`src/sv/dtq_pkg.sv`:
```
// Shared constants, codes and controller/datapath interface types for the delta timer queue.
`timescale 1ns / 1ps

package dtq_pkg;

  localparam int SLOT_W      = 4;
  localparam int NUM_TIMERS  = 1 << SLOT_W;
  localparam int CNT_W       = SLOT_W + 1;
  localparam int TICK_WIDTH  = 32;
  localparam int PARAM_WIDTH = 32;
  localparam int REQ_W       = 2;
  localparam int STAT_W      = 3;
  localparam int IN_DATA_W   = 72;
  localparam int OUT_DATA_W  = 40;

  localparam logic [REQ_W-1:0] REQ_CREATE = 2'd0;
  localparam logic [REQ_W-1:0] REQ_DELETE = 2'd1;
  localparam logic [REQ_W-1:0] REQ_TICK   = 2'd2;

  localparam logic [STAT_W-1:0] ST_OK        = 3'd0;
  localparam logic [STAT_W-1:0] ST_REJECT    = 3'd1;
  localparam logic [STAT_W-1:0] ST_NOT_ARMED = 3'd2;
  localparam logic [STAT_W-1:0] ST_EXPIRED   = 3'd3;
  localparam logic [STAT_W-1:0] ST_NONE_DUE  = 3'd4;

  typedef enum logic [1:0] {
    S_IDLE,
    S_EXEC,
    S_WALK,
    S_EMIT
  } state_t;

  typedef struct packed {
    logic load;
    logic exec;
    logic walk_step;
    logic walk_end;
    logic emit_single;
  } cmd_t;

  typedef struct packed {
    logic                  go_walk;
    logic                  walk_done;
    logic                  hit_emit;
    logic                  out_free;
    logic                  need_single;
    logic [NUM_TIMERS-1:0] armed;
    logic [CNT_W-1:0]      count;
  } stat_t;

endpackage

```
`src/sv/delta_timer_queue.sv`:
```
// Top level of the delta timer queue: controller, datapath and checks.
//
//  channel | direction | tvalid/tready       | payload
//  --------+-----------+---------------------+---------------------------------------------
//  s_      | in        | s_tvalid / s_tready | tuser: req_type; tdata: slot, ticks, timer_param
//  m_      | out       | m_tvalid / m_tready | tuser: status; tdata: fired_slot, fired_param;
//          |           |                     | tlast: last
//
// One word is taken at a time. A create, an unknown request or a failed delete goes from
// execution straight to its single result. A delete that succeeds and a tick walk the
// creation-order list one entry a cycle over the N armed timers while the output has room,
// sending each expiry as it is met and then, where no expiry went out, a single result.
// A stalled output holds the walk on the next expiring entry; reset disarms every timer.
`timescale 1ns / 1ps

module delta_timer_queue (
  input  logic                           clk,
  input  logic                           rst,
  input  logic                           s_tvalid,
  output logic                           s_tready,
  // [3:0] slot, [35:4] ticks, [67:36] timer_param, [71:68] zero
  input  logic [dtq_pkg::IN_DATA_W-1:0]  s_tdata,
  // [1:0] req_type
  input  logic [dtq_pkg::REQ_W-1:0]      s_tuser,
  output logic                           m_tvalid,
  input  logic                           m_tready,
  // [3:0] fired_slot, [35:4] fired_param, [39:36] zero
  output logic [dtq_pkg::OUT_DATA_W-1:0] m_tdata,
  // [2:0] status
  output logic [dtq_pkg::STAT_W-1:0]     m_tuser,
  output logic                           m_tlast
);
  import dtq_pkg::*;

  cmd_t   cmd;
  stat_t  stat;
  state_t state;

  dtq_ctrl u_ctrl (
    .clk      (clk),
    .rst      (rst),
    .s_tvalid (s_tvalid),
    .s_tready (s_tready),
    .stat     (stat),
    .cmd      (cmd),
    .state    (state)
  );

  dtq_datapath u_datapath (
    .clk      (clk),
    .rst      (rst),
    .cmd      (cmd),
    .in_tdata (s_tdata),
    .in_tuser (s_tuser),
    .stat     (stat),
    .m_tvalid (m_tvalid),
    .m_tready (m_tready),
    .m_tdata  (m_tdata),
    .m_tuser  (m_tuser),
    .m_tlast  (m_tlast)
  );

  // Between requests the armed count matches the armed flags.
  assert property (@(posedge clk) disable iff (rst)
    (state == S_IDLE) |-> ($countones(stat.armed) == 32'(stat.count)))
    else $error("armed count out of step with armed flags");

  // Only an expiry carries a slot and parameter, and every other result ends its request.
  assert property (@(posedge clk) disable iff (rst)
    (m_tvalid && (m_tuser != ST_EXPIRED)) |-> (m_tlast && (m_tdata == '0)))
    else $error("non-expiry result with payload or without last");

  // An accepted word is executed in the following cycle.
  assert property (@(posedge clk) disable iff (rst)
    (s_tvalid && s_tready) |=> (state == S_EXEC))
    else $error("accepted word not executed");

endmodule

```
`src/sv/dtq_ctrl.sv`:
```
// Controller state machine that sequences request execution, the order walk and result output.
`timescale 1ns / 1ps

module dtq_ctrl (
  input  logic           clk,
  input  logic           rst,
  input  logic           s_tvalid,
  output logic           s_tready,
  input  dtq_pkg::stat_t stat,
  output dtq_pkg::cmd_t  cmd,
  output dtq_pkg::state_t state
);
  import dtq_pkg::*;

  state_t state_next;

  always_ff @(posedge clk) begin
    if (rst) begin
      state <= S_IDLE;
    end else begin
      state <= state_next;
    end
  end

  always_comb begin
    state_next = state;
    case (state)
      S_IDLE: begin
        if (s_tvalid) state_next = S_EXEC;
      end
      S_EXEC: begin
        state_next = stat.go_walk ? S_WALK : S_EMIT;
      end
      S_WALK: begin
        if (stat.walk_done) state_next = stat.need_single ? S_EMIT : S_IDLE;
      end
      S_EMIT: begin
        if (stat.out_free) state_next = S_IDLE;
      end
      default: begin
        state_next = S_IDLE;
      end
    endcase
  end

  always_comb begin
    s_tready        = 1'b0;
    cmd             = '0;
    case (state)
      S_IDLE: begin
        s_tready = 1'b1;
        cmd.load = s_tvalid;
      end
      S_EXEC: begin
        cmd.exec = 1'b1;
      end
      S_WALK: begin
        // An expiring entry can only move on once the output register has room.
        cmd.walk_step = !stat.walk_done && (!stat.hit_emit || stat.out_free);
        cmd.walk_end  = stat.walk_done;
      end
      S_EMIT: begin
        cmd.emit_single = stat.out_free;
      end
      default: begin
        s_tready = 1'b0;
      end
    endcase
  end

endmodule

```
`src/sv/dtq_datapath.sv`:
```
// Timer storage, creation-order list, walk counters and the output register.
`timescale 1ns / 1ps

module dtq_datapath (
  input  logic                             clk,
  input  logic                             rst,
  input  dtq_pkg::cmd_t                    cmd,
  input  logic [dtq_pkg::IN_DATA_W-1:0]    in_tdata,
  input  logic [dtq_pkg::REQ_W-1:0]        in_tuser,
  output dtq_pkg::stat_t                   stat,
  output logic                             m_tvalid,
  input  logic                             m_tready,
  output logic [dtq_pkg::OUT_DATA_W-1:0]   m_tdata,
  output logic [dtq_pkg::STAT_W-1:0]       m_tuser,
  output logic                             m_tlast
);
  import dtq_pkg::*;

  logic [REQ_W-1:0]       req;
  logic [SLOT_W-1:0]      req_slot;
  logic [TICK_WIDTH-1:0]  req_ticks;
  logic [PARAM_WIDTH-1:0] req_param;

  logic [TICK_WIDTH-1:0]  remaining   [NUM_TIMERS];
  logic [PARAM_WIDTH-1:0] param_store [NUM_TIMERS];
  // order_list[r] is the slot of the armed timer with creation rank r.
  logic [SLOT_W-1:0]      order_list  [NUM_TIMERS];

  logic [NUM_TIMERS-1:0]  armed;
  logic [NUM_TIMERS-1:0]  drop;
  logic [CNT_W-1:0]       count;
  logic [CNT_W-1:0]       len;
  logic [CNT_W-1:0]       rd;
  logic [CNT_W-1:0]       wr;
  logic                   emitted_any;
  logic [STAT_W-1:0]      pend_status;

  logic                   out_valid;
  logic [STAT_W-1:0]      out_status;
  logic [SLOT_W-1:0]      out_slot;
  logic [PARAM_WIDTH-1:0] out_param;
  logic                   out_last;

  logic                   create_ok;
  logic                   delete_ok;
  logic                   is_tick;
  logic [SLOT_W-1:0]      cur_slot;
  logic                   hit;
  logic [NUM_TIMERS-1:0]  rest_drop;
  logic                   walk_emit;
  logic                   out_free;

  assign create_ok = (req_ticks != '0) && !armed[req_slot];
  assign delete_ok = armed[req_slot];
  assign is_tick   = (req == REQ_TICK);
  assign cur_slot  = order_list[rd[SLOT_W-1:0]];
  assign hit       = drop[cur_slot];
  assign rest_drop = drop & ~(NUM_TIMERS'(1) << cur_slot);
  assign walk_emit = cmd.walk_step && hit && is_tick;
  assign out_free  = !out_valid || m_tready;

  assign stat.go_walk     = is_tick || ((req == REQ_DELETE) && delete_ok);
  assign stat.walk_done   = (rd == len);
  assign stat.hit_emit    = hit && is_tick;
  assign stat.out_free    = out_free;
  assign stat.need_single = !emitted_any;
  assign stat.armed       = armed;
  assign stat.count       = count;

  assign m_tvalid = out_valid;
  assign m_tdata  = {(OUT_DATA_W - PARAM_WIDTH - SLOT_W)'(0), out_param, out_slot};
  assign m_tuser  = out_status;
  assign m_tlast  = out_last;

  always_ff @(posedge clk) begin
    if (rst) begin
      armed     <= '0;
      count     <= '0;
      out_valid <= 1'b0;
    end else begin
      if (cmd.exec) begin
        case (req)
          REQ_CREATE: begin
            if (create_ok) begin
              armed[req_slot] <= 1'b1;
              count           <= count + CNT_W'(1);
            end
          end
          REQ_DELETE: begin
            if (delete_ok) armed[req_slot] <= 1'b0;
          end
          default: begin
          end
        endcase
      end
      if (walk_emit) armed[cur_slot] <= 1'b0;
      // The walk compacts the order list, so its write pointer is the new count.
      if (cmd.walk_end) count <= wr;
      if (cmd.emit_single || walk_emit) begin
        out_valid <= 1'b1;
      end else if (m_tready) begin
        out_valid <= 1'b0;
      end
    end
  end

  always_ff @(posedge clk) begin
    if (cmd.load) begin
      req       <= in_tuser;
      req_slot  <= in_tdata[SLOT_W-1:0];
      req_ticks <= in_tdata[SLOT_W +: TICK_WIDTH];
      req_param <= in_tdata[SLOT_W + TICK_WIDTH +: PARAM_WIDTH];
    end

    if (cmd.exec) begin
      rd          <= '0;
      wr          <= '0;
      len         <= count;
      emitted_any <= 1'b0;
      case (req)
        REQ_CREATE: begin
          pend_status <= create_ok ? ST_OK : ST_REJECT;
          if (create_ok) begin
            remaining[req_slot]              <= req_ticks;
            param_store[req_slot]            <= req_param;
            order_list[count[SLOT_W-1:0]]    <= req_slot;
          end
        end
        REQ_DELETE: begin
          pend_status <= delete_ok ? ST_OK : ST_NOT_ARMED;
          drop        <= NUM_TIMERS'(1) << req_slot;
        end
        REQ_TICK: begin
          pend_status <= ST_NONE_DUE;
          for (int i = 0; i < NUM_TIMERS; i++) begin
            if (armed[i] && (remaining[i] != '0)) begin
              remaining[i] <= remaining[i] - TICK_WIDTH'(1);
            end
            // A count of one (or zero) reaches zero on this tick.
            drop[i] <= armed[i] && (remaining[i] <= TICK_WIDTH'(1));
          end
        end
        default: begin
          pend_status <= ST_REJECT;
        end
      endcase
    end

    if (cmd.walk_step) begin
      rd <= rd + CNT_W'(1);
      if (hit) begin
        drop[cur_slot] <= 1'b0;
        if (is_tick) emitted_any <= 1'b1;
      end else begin
        order_list[wr[SLOT_W-1:0]] <= cur_slot;
        wr                         <= wr + CNT_W'(1);
      end
    end

    if (cmd.emit_single) begin
      out_status <= pend_status;
      out_slot   <= '0;
      out_param  <= '0;
      out_last   <= 1'b1;
    end else if (walk_emit) begin
      out_status <= ST_EXPIRED;
      out_slot   <= cur_slot;
      out_param  <= param_store[cur_slot];
      out_last   <= (rest_drop == '0);
    end
  end

endmodule
```
`config.mk`:
```
export PLATFORM = sky130hd
export DESIGN_NAME = delta_timer_queue
export DESIGN_NICKNAME = d
export VERILOG_FILES = /design/src/sv/dtq_pkg.sv /design/src/sv/delta_timer_queue.sv /design/src/sv/dtq_ctrl.sv /design/src/sv/dtq_datapath.sv
export SDC_FILE = /design/constraint.sdc
export NUM_CORES = 2
export LEC_CHECK = 0
export CORE_ASPECT_RATIO = 0.9
export CORE_UTILIZATION = 64
export CTS_BUF_LIST = sky130_fd_sc_hd__clkbuf_4 sky130_fd_sc_hd__clkbuf_8 sky130_fd_sc_hd__clkbuf_16
export DETAILED_ROUTE_END_ITERATION = 6
export DONT_BUFFER_PORTS = 1
export HOLD_SLACK_MARGIN = 0.03
export PLACE_DENSITY = 0.8
export SLEW_MARGIN = 20
export SYNTH_ARGS = -nofsm -noshare
export SYNTH_HDL_FRONTEND = slang
export SYNTH_SLANG_ARGS = --single-unit
```
`constraint.sdc`:
```
create_clock -name clk -period 6.2 [get_ports clk]
set_input_delay 0.31 -clock clk [delete_from_list [all_inputs] [get_ports clk]]
set_output_delay 0.31 -clock clk [all_outputs]
set_load 0.05 [all_outputs]
```
======== After elaboration in Yosys (flattened, before gate mapping) ========
Memories as Yosys holds them, arrays and structs flattened. A register that Yosys moved wholly into a read port is not among the register bits.
Cells that the tools add are included.
storage, ports and cells
  bits in registers ....................... 137
  memory bits (writable) .................. 1,088
  bits of input ports ..................... 78
  output and inout bits ................... 46
  logic and storage cells ................. 283
  memories ................................ 3
cells by class
  $add $sub $neg .......................... 19
  magnitude comparators ................... 20
  equality and inequality tests ........... 9
  shift-type cells ........................ 2
  multiplexer cells ....................... 127
  bitwise logic cells ..................... 8
  reductions and logical operators ........ 78
memory list
  memory                  depth  width  rd ports  clocked after Yosys merged registers in  wr ports  line                RTL
  u_datapath.param_store  16     32     1         1                                        1         dtq_datapath.sv:25  logic [PARAM_WIDTH-1:0] param_store [NUM_TIMERS];
  u_datapath.remaining    16     32     16        0                                        16        dtq_datapath.sv:24  logic [TICK_WIDTH-1:0] remaining [NUM_TIMERS];
  u_datapath.order_list   16     4      1         1                                        1         dtq_datapath.sv:27  logic [SLOT_W-1:0] order_list [NUM_TIMERS];
operator list
  operator                                                                              count
  32-bit nonzero test                                                                   17
  32-bit by 1-bit <= comparator with 1-bit output (second input constant)               16
  32-bit by 1-bit subtractor with 32-bit output (second input constant)                 16
  16-bit two-way mux                                                                    8
  1-bit two-way mux                                                                     89
  16-bit AND                                                                            4
  16-bit one-hot mux with 2 select lines                                                2
  16-bit inverter                                                                       3
  5-bit two-way mux                                                                     9
  1-bit logical AND                                                                     40
  32-bit two-way mux                                                                    1
  32-bit OR reduction                                                                   1
  1-bit by 4-bit left shift with 16-bit output (first input constant)                   2
  16-bit zero test                                                                      1
  4-bit two-way mux                                                                     4
  16-bit OR                                                                             1
  5-bit by 1-bit adder with 5-bit output (second input constant)                        3
  2-bit two-way mux                                                                     6
  2-bit nonzero test                                                                    6
  4-bit by 5-bit < comparator with 1-bit output (second input constant)                 2
  3-bit one-hot mux with 3 select lines                                                 1
  1-bit binary-select mux with 4-bit select                                             2
  1-bit demux with 4-bit select                                                         2
  4-bit by 1-bit greater-or-equal comparator with 1-bit output (second input constant)  2
  12 further kinds                                                                      25

======== Depth between registers and ports, before layout ========
  depth in word-level cells ............... 12
  mapped depth ............................ 13
  mapped depth without buffers ............ 10

======== Hierarchy ========
Synthesis repeated with hierarchy kept, for this count alone.
unflattened totals
  cell total of the unflattened synthesis .. 5,255
  area total of the unflattened synthesis .. 60,867.1 um^2
modules (own cells, without submodules)
  module        instances  cells an instance  area each (um^2)  sequential area each (um^2)
  dtq_datapath  1          5,234              60,700.7          36,955.4
  dtq_ctrl      1          21                 166.4             40.0

======== Least setup slack after synthesis ========
OpenSTA, ideal clock, no wires.
  kind .................................... flip-flop to flip-flop
  start ................................... reg u_datapath.req_slot[0]
  end ..................................... mem u_datapath.remaining[5][0] (enable)
  library setup time ...................... 0.375 ns
  arrival time ............................ 5.143 ns
  data required time ...................... 5.825 ns
  path slack .............................. 0.682 ns
  stages on the path, launching flop included .. 8
  buffers on the path ..................... 1
  clock period less this slack ............ 5.518 ns
  path through ............................ edfxtp_1 clkbuf_1 mux4_2 mux4_2 a211oi_1 nand2_1 nor3_1 or2_2
RTL lines
  item                    line                 RTL
  start, declared         dtq_datapath.sv:20   logic [SLOT_W-1:0] req_slot;
  start signal, assigned  dtq_datapath.sv:110  req_slot <= in_tdata[SLOT_W-1:0];
  end, declared           dtq_datapath.sv:24

======== Final worst setup path ========
  start ................................... reg u_datapath.req_slot[1]
  end ..................................... mem u_datapath.param_store[4][6] (enable)
between the ends
  word-level cells in the longest chain between the ends .. 8
ends and longest elaborated chain
  item                                       line                 RTL
  1-bit binary-select mux with 4-bit select  dtq_datapath.sv:53   assign create_ok = (req_ticks != '0) && !armed[req_slot];
  1-bit two-way mux (not written as such)    dtq_datapath.sv:53
  1-bit zero test                            dtq_datapath.sv:53
  1-bit logical AND                          dtq_datapath.sv:53
  1-bit two-way mux                          dtq_datapath.sv:123  if (create_ok) begin
  1-bit two-way mux                          dtq_datapath.sv:120  case (req)
  1-bit two-way mux                          dtq_datapath.sv:115  if (cmd.exec) begin
  1-bit two-way mux (not written as such)    dtq_datapath.sv:125  param_store[req_slot] <= req_param;
  end, declared                              dtq_datapath.sv:25
Parallel ways exist; a longest one is shown, timed or not. The select of a mux whose other input is x is not followed.

==> out/qor_table.md <==
| Item | This run |
|---|---|
| Setup TNS after final layout | 0 ps |
| Global-route usage over all layers | 0.315 |
| WP data arrival | 5410 ps |
| Final-report setup violation count | 0 |
| Final weighted congestion in routability-driven placement | 0.930 |
| Average cell area after synthesis | 11.9 sq um |
| Setup Skew | 27.9 ps |
| Drc violations | 0 |
| Clk_lat worst skew | 760 ps |
| FMAX | 0.201 GHz |
| Placed Cells | 6085 |
| Root Buffer | sky130_fd_sc_hd__clkbuf_16 |
| Number of global-route vias before repair | 39300 |
| Fraction of power consumed by combinational cells | 0.223 |
| TritonCTS clock tree | built |
| Async S/R FF share, synth | 0 |
| Switching power summed over all nets | 7.11 mW |
| Core region area | 93000 sq um |
| Number of violations of the max-capacitance limit | 0 |
| Fin cells | 6392 |
| Count of different cell masters after synthesis | 70 |
| Sequential share of power | 0.441 |
| Core Rows | 106 |
| Final Cycle Share | 0.801 |
| Initial drt markers | 5173 |
| I/O Pins | 124 |
| Max-Slew Margin vs Limit | 0.216 |
| GRT overflow | 0 |
| Required time at the endpoint of the critical path | 6650 ps |
| CTS Sinks | 1261 |
| Worst hold path depth | 1 |
| Register clock-pin slew on the reported worst setup and hold paths | 60 ps |
| Initial antenna violation count | 6 |
| Fill count | 5941 |
| DIE HEIGHT | 293 um |
| Final hold violations | 0 |
| Number of synthesized register bits | 1261 |
| Total half-perimeter wirelength after legalization and detailed placement | 83800 um |
| Number of cells produced by synthesis | 5059 |
| Worst Hold Slack | 166 ps |
| Total routed wirelength | 152000 um |
| Multi-input combinational cell area | 21800 sq um |
| Area growth from synthesis to layout | 10.3% |
| Per-cell routed wire length | 23.8 um |
| Number of vias in the routed layout | 41100 |
| Floorplan die area | 95100 sq um |
| Critical path fanouts, max | 23 |
| Nets | 5182 |
| CTS HTree Levels | 4 |
| Post-Synthesis Cell Area | 60100 sq um |
| Dpl cell area | 61300 sq um |
| Core utilization of the finished layout | 0.713 |
| Maximum number of pins on one net before global-route repair | 225 |
| Initial Util | 0.646 |
| Number of enable-type register cells in the synthesized netlist | 1174 |
| Power density of the placed cells | 353 nW/um^2 |
| Worst-margin pin slew | 1170 ps |
| Crit path time final | 4960 ps |
| Final Instance Area | 66300 sq um |
| Clock power share | 0.336 |
| Flip-flop cell with the highest count after synthesis | sky130_fd_sc_hd__edfxtp_1 |
| Logic depth of the worst register-to-register path | 7 |
| Sort of element at the start of the critical path | flop |
| Outcome | finished clean |
| Number of buffers added by the clock tree synthesis step | 130 |
| Fraction of layout instances using a drive strength above 1 | 0.0843 |
| Share of synthesized area occupied by flip-flops and latches | 0.616 |
| IR drop worst, VDD | 0.631 mV |
| Number of resized instances in the post-cts repair step | 0 |
| Total chip power | 23.4 mW |
| Longest Clk Path Bufs | 3 |
| Global-route wire length before repair | 228000 um |
| Setup Crit Path Kind | flop to flop |
| Cell internal pwr | 16.3 mW |
| Yosys warnings | 0 |
| Per-cell via count in the routed design | 6.42 |
| PnR worst setup slack | 1240 ps |
| PortBufs | 0 |
| Count of nets left with antenna violations after detail routing | 0 |
| Die Width | 325 um |
| Setup slack at placement | 1290 ps |
| Final count of pins violating max slew | 0 |
| Standby leakage power | 21.2 nW |
| Count of TritonRoute iterations in the first routing pass | 6 |
| Register area | 37000 sq um |
| Tightest Hold Check Type | input port to flop |
| CP Capture Type | flop |
| Setup repair after global routing missed its margin | no |
| Fraction of power spent switching nets | 0.304 |
[final timing paths]
check | start | end | slack, ps
setup / recovery | u_datapath.req_slot[1] | u_datapath.param_store[4][6] | 1240
hold / removal | s_tvalid | u_datapath.req[0] | 170
setup reg to reg | u_datapath.req_slot[1] | u_datapath.param_store[4][6] | 1240
hold reg to reg | u_datapath.wr[4] | u_datapath.wr[4] | 460
[cells by family after synthesis]
group,synth area share
AND/OR/NAND/NOR,0.136
flip-flops,0.616
AO/OA/AOI/OAI,0.0958
XOR/XNOR,0.0659
buffers and inverters,0.0261
multiplexers,0.0487
adder cells (fa/ha/maj),0.0115
other,0.0000624
[registers in the layout, indices dropped and copies added (netlist names), 2 cells and up, named ones only]
signal and flops:
u_datapath.out_slot 4, u_datapath.req_param 32, u_datapath.wr 5, u_datapath.pend_status 3, u_datapath.armed 16, u_datapath.param_store 512
u_datapath.drop 16, u_datapath.len 5, u_datapath.req 2, u_datapath.m_tuser 3, u_datapath.req_slot 4, u_datapath.rd 5
u_datapath.order_list 64, u_ctrl.state 2, u_datapath.remaining 512, u_datapath.count 5, u_datapath.out_param 32, u_datapath.req_ticks 32
[cell type report]
type                       instances  area share
clock inverter                    63     0.00925
tap                             1242      0.0234
clock buffer                     167      0.0549
antenna                            3    0.000113
inverter                          77     0.00440
sequential                      1261       0.558
timing repair buffer             161      0.0217
multi-input combinational       3418       0.328
[synth_stat cells (21+ instances only)]
master | instances | area, sq um
sky130_fd_sc_hd__clkbuf_1 | 236 | 886
sky130_fd_sc_hd__buf_2 | 27 | 135
sky130_fd_sc_hd__mux2i_1 | 164 | 1640
sky130_fd_sc_hd__mux4_2 | 55 | 1240
sky130_fd_sc_hd__edfxtp_1 | 1174 | 35300
sky130_fd_sc_hd__a31oi_1 | 35 | 219
sky130_fd_sc_hd__or4_1 | 71 | 533
sky130_fd_sc_hd__a21oi_1 | 537 | 2690
sky130_fd_sc_hd__nor2_1 | 611 | 2290
sky130_fd_sc_hd__nand3b_1 | 23 | 173
sky130_fd_sc_hd__and2_1 | 42 | 263
sky130_fd_sc_hd__a211oi_1 | 132 | 991
sky130_fd_sc_hd__nor3_1 | 159 | 796
sky130_fd_sc_hd__o21ai_0 | 114 | 571
sky130_fd_sc_hd__ha_1 | 55 | 688
sky130_fd_sc_hd__nand3_1 | 44 | 220
sky130_fd_sc_hd__inv_1 | 74 | 278
sky130_fd_sc_hd__xor2_1 | 143 | 1250
sky130_fd_sc_hd__nor4_1 | 128 | 801
sky130_fd_sc_hd__o211ai_1 | 21 | 158
sky130_fd_sc_hd__dfxtp_1 | 87 | 1740
sky130_fd_sc_hd__xnor2_1 | 309 | 2710
sky130_fd_sc_hd__or3_1 | 41 | 257
sky130_fd_sc_hd__nand2b_1 | 36 | 225
sky130_fd_sc_hd__nand2_1 | 342 | 1280
sky130_fd_sc_hd__and2_0 | 96 | 601
sky130_fd_sc_hd__buf_1 | 26 | 97.6
sky130_fd_sc_hd__o21ai_1 | 48 | 240
[cell usage in the layout (no fill, tap or decap), types with 20 or more instances in the layout]
master,instances
sky130_fd_sc_hd__edfxtp_1,1174
sky130_fd_sc_hd__nor2_1,611
sky130_fd_sc_hd__a21oi_1,525
sky130_fd_sc_hd__nand2_1,342
sky130_fd_sc_hd__xnor2_1,309
sky130_fd_sc_hd__mux2i_1,164
sky130_fd_sc_hd__nor3_1,157
sky130_fd_sc_hd__xor2_1,143
sky130_fd_sc_hd__clkbuf_16,134
sky130_fd_sc_hd__a211oi_1,132
sky130_fd_sc_hd__nor4_1,128
sky130_fd_sc_hd__o21ai_0,114
sky130_fd_sc_hd__and2_0,96
sky130_fd_sc_hd__dfxtp_1,87
sky130_fd_sc_hd__buf_4,85
sky130_fd_sc_hd__dlygate4sd3_1,73
sky130_fd_sc_hd__or4_1,71
sky130_fd_sc_hd__inv_1,61
sky130_fd_sc_hd__ha_1,55
sky130_fd_sc_hd__mux4_2,53
sky130_fd_sc_hd__o21ai_1,44
sky130_fd_sc_hd__nand3_1,41
sky130_fd_sc_hd__or3_1,41
sky130_fd_sc_hd__and2_1,41
sky130_fd_sc_hd__nand2b_1,36
sky130_fd_sc_hd__a31oi_1,34
sky130_fd_sc_hd__clkbuf_4,27
sky130_fd_sc_hd__nand3b_1,23
sky130_fd_sc_hd__clkinv_2,23
sky130_fd_sc_hd__o211ai_1,21
sky130_fd_sc_hd__nand4_1,20
[routing by layer]
layer  vias up  track usage  wire length (um)
li1      18700            -                 -
met1     19800        0.427             58600
met2      2139        0.497             70900
met3       386       0.0687             16500
met4         4        0.132              5960
met5         -            0                22
[power groups by stage]
stage / Combinational (mW) / Sequential, mW / Clock [mW]
5_1_grt: 5.56 / 10.3 / 8.20
3_5_place_dp: 5.00 / 10.5 / 0
3_3_place_gp: 4.88 / 10.5 / 0
2_1_floorplan: 3.86 / 10.3 / 0
4_1_cts: 5.10 / 10.3 / 7.88
6_report: 5.20 / 10.3 / 7.86
[critical path: stages, from the launching register on]
cell	delay, ps
sky130_fd_sc_hd__edfxtp_1	760
sky130_fd_sc_hd__mux4_2	610
sky130_fd_sc_hd__mux4_2	570
sky130_fd_sc_hd__a211oi_1	390
sky130_fd_sc_hd__and2_1	710
sky130_fd_sc_hd__nand2_1	510
sky130_fd_sc_hd__inv_2	800
sky130_fd_sc_hd__buf_4	280
[what timing repair did]
action,4_1_cts,5_1_grt
hold buffers,73,0
setup buffers,0,0
endpoints found under the hold margin,94,0
endpoints found under the setup margin,0,0
Power figures use the tool's default switching activity.
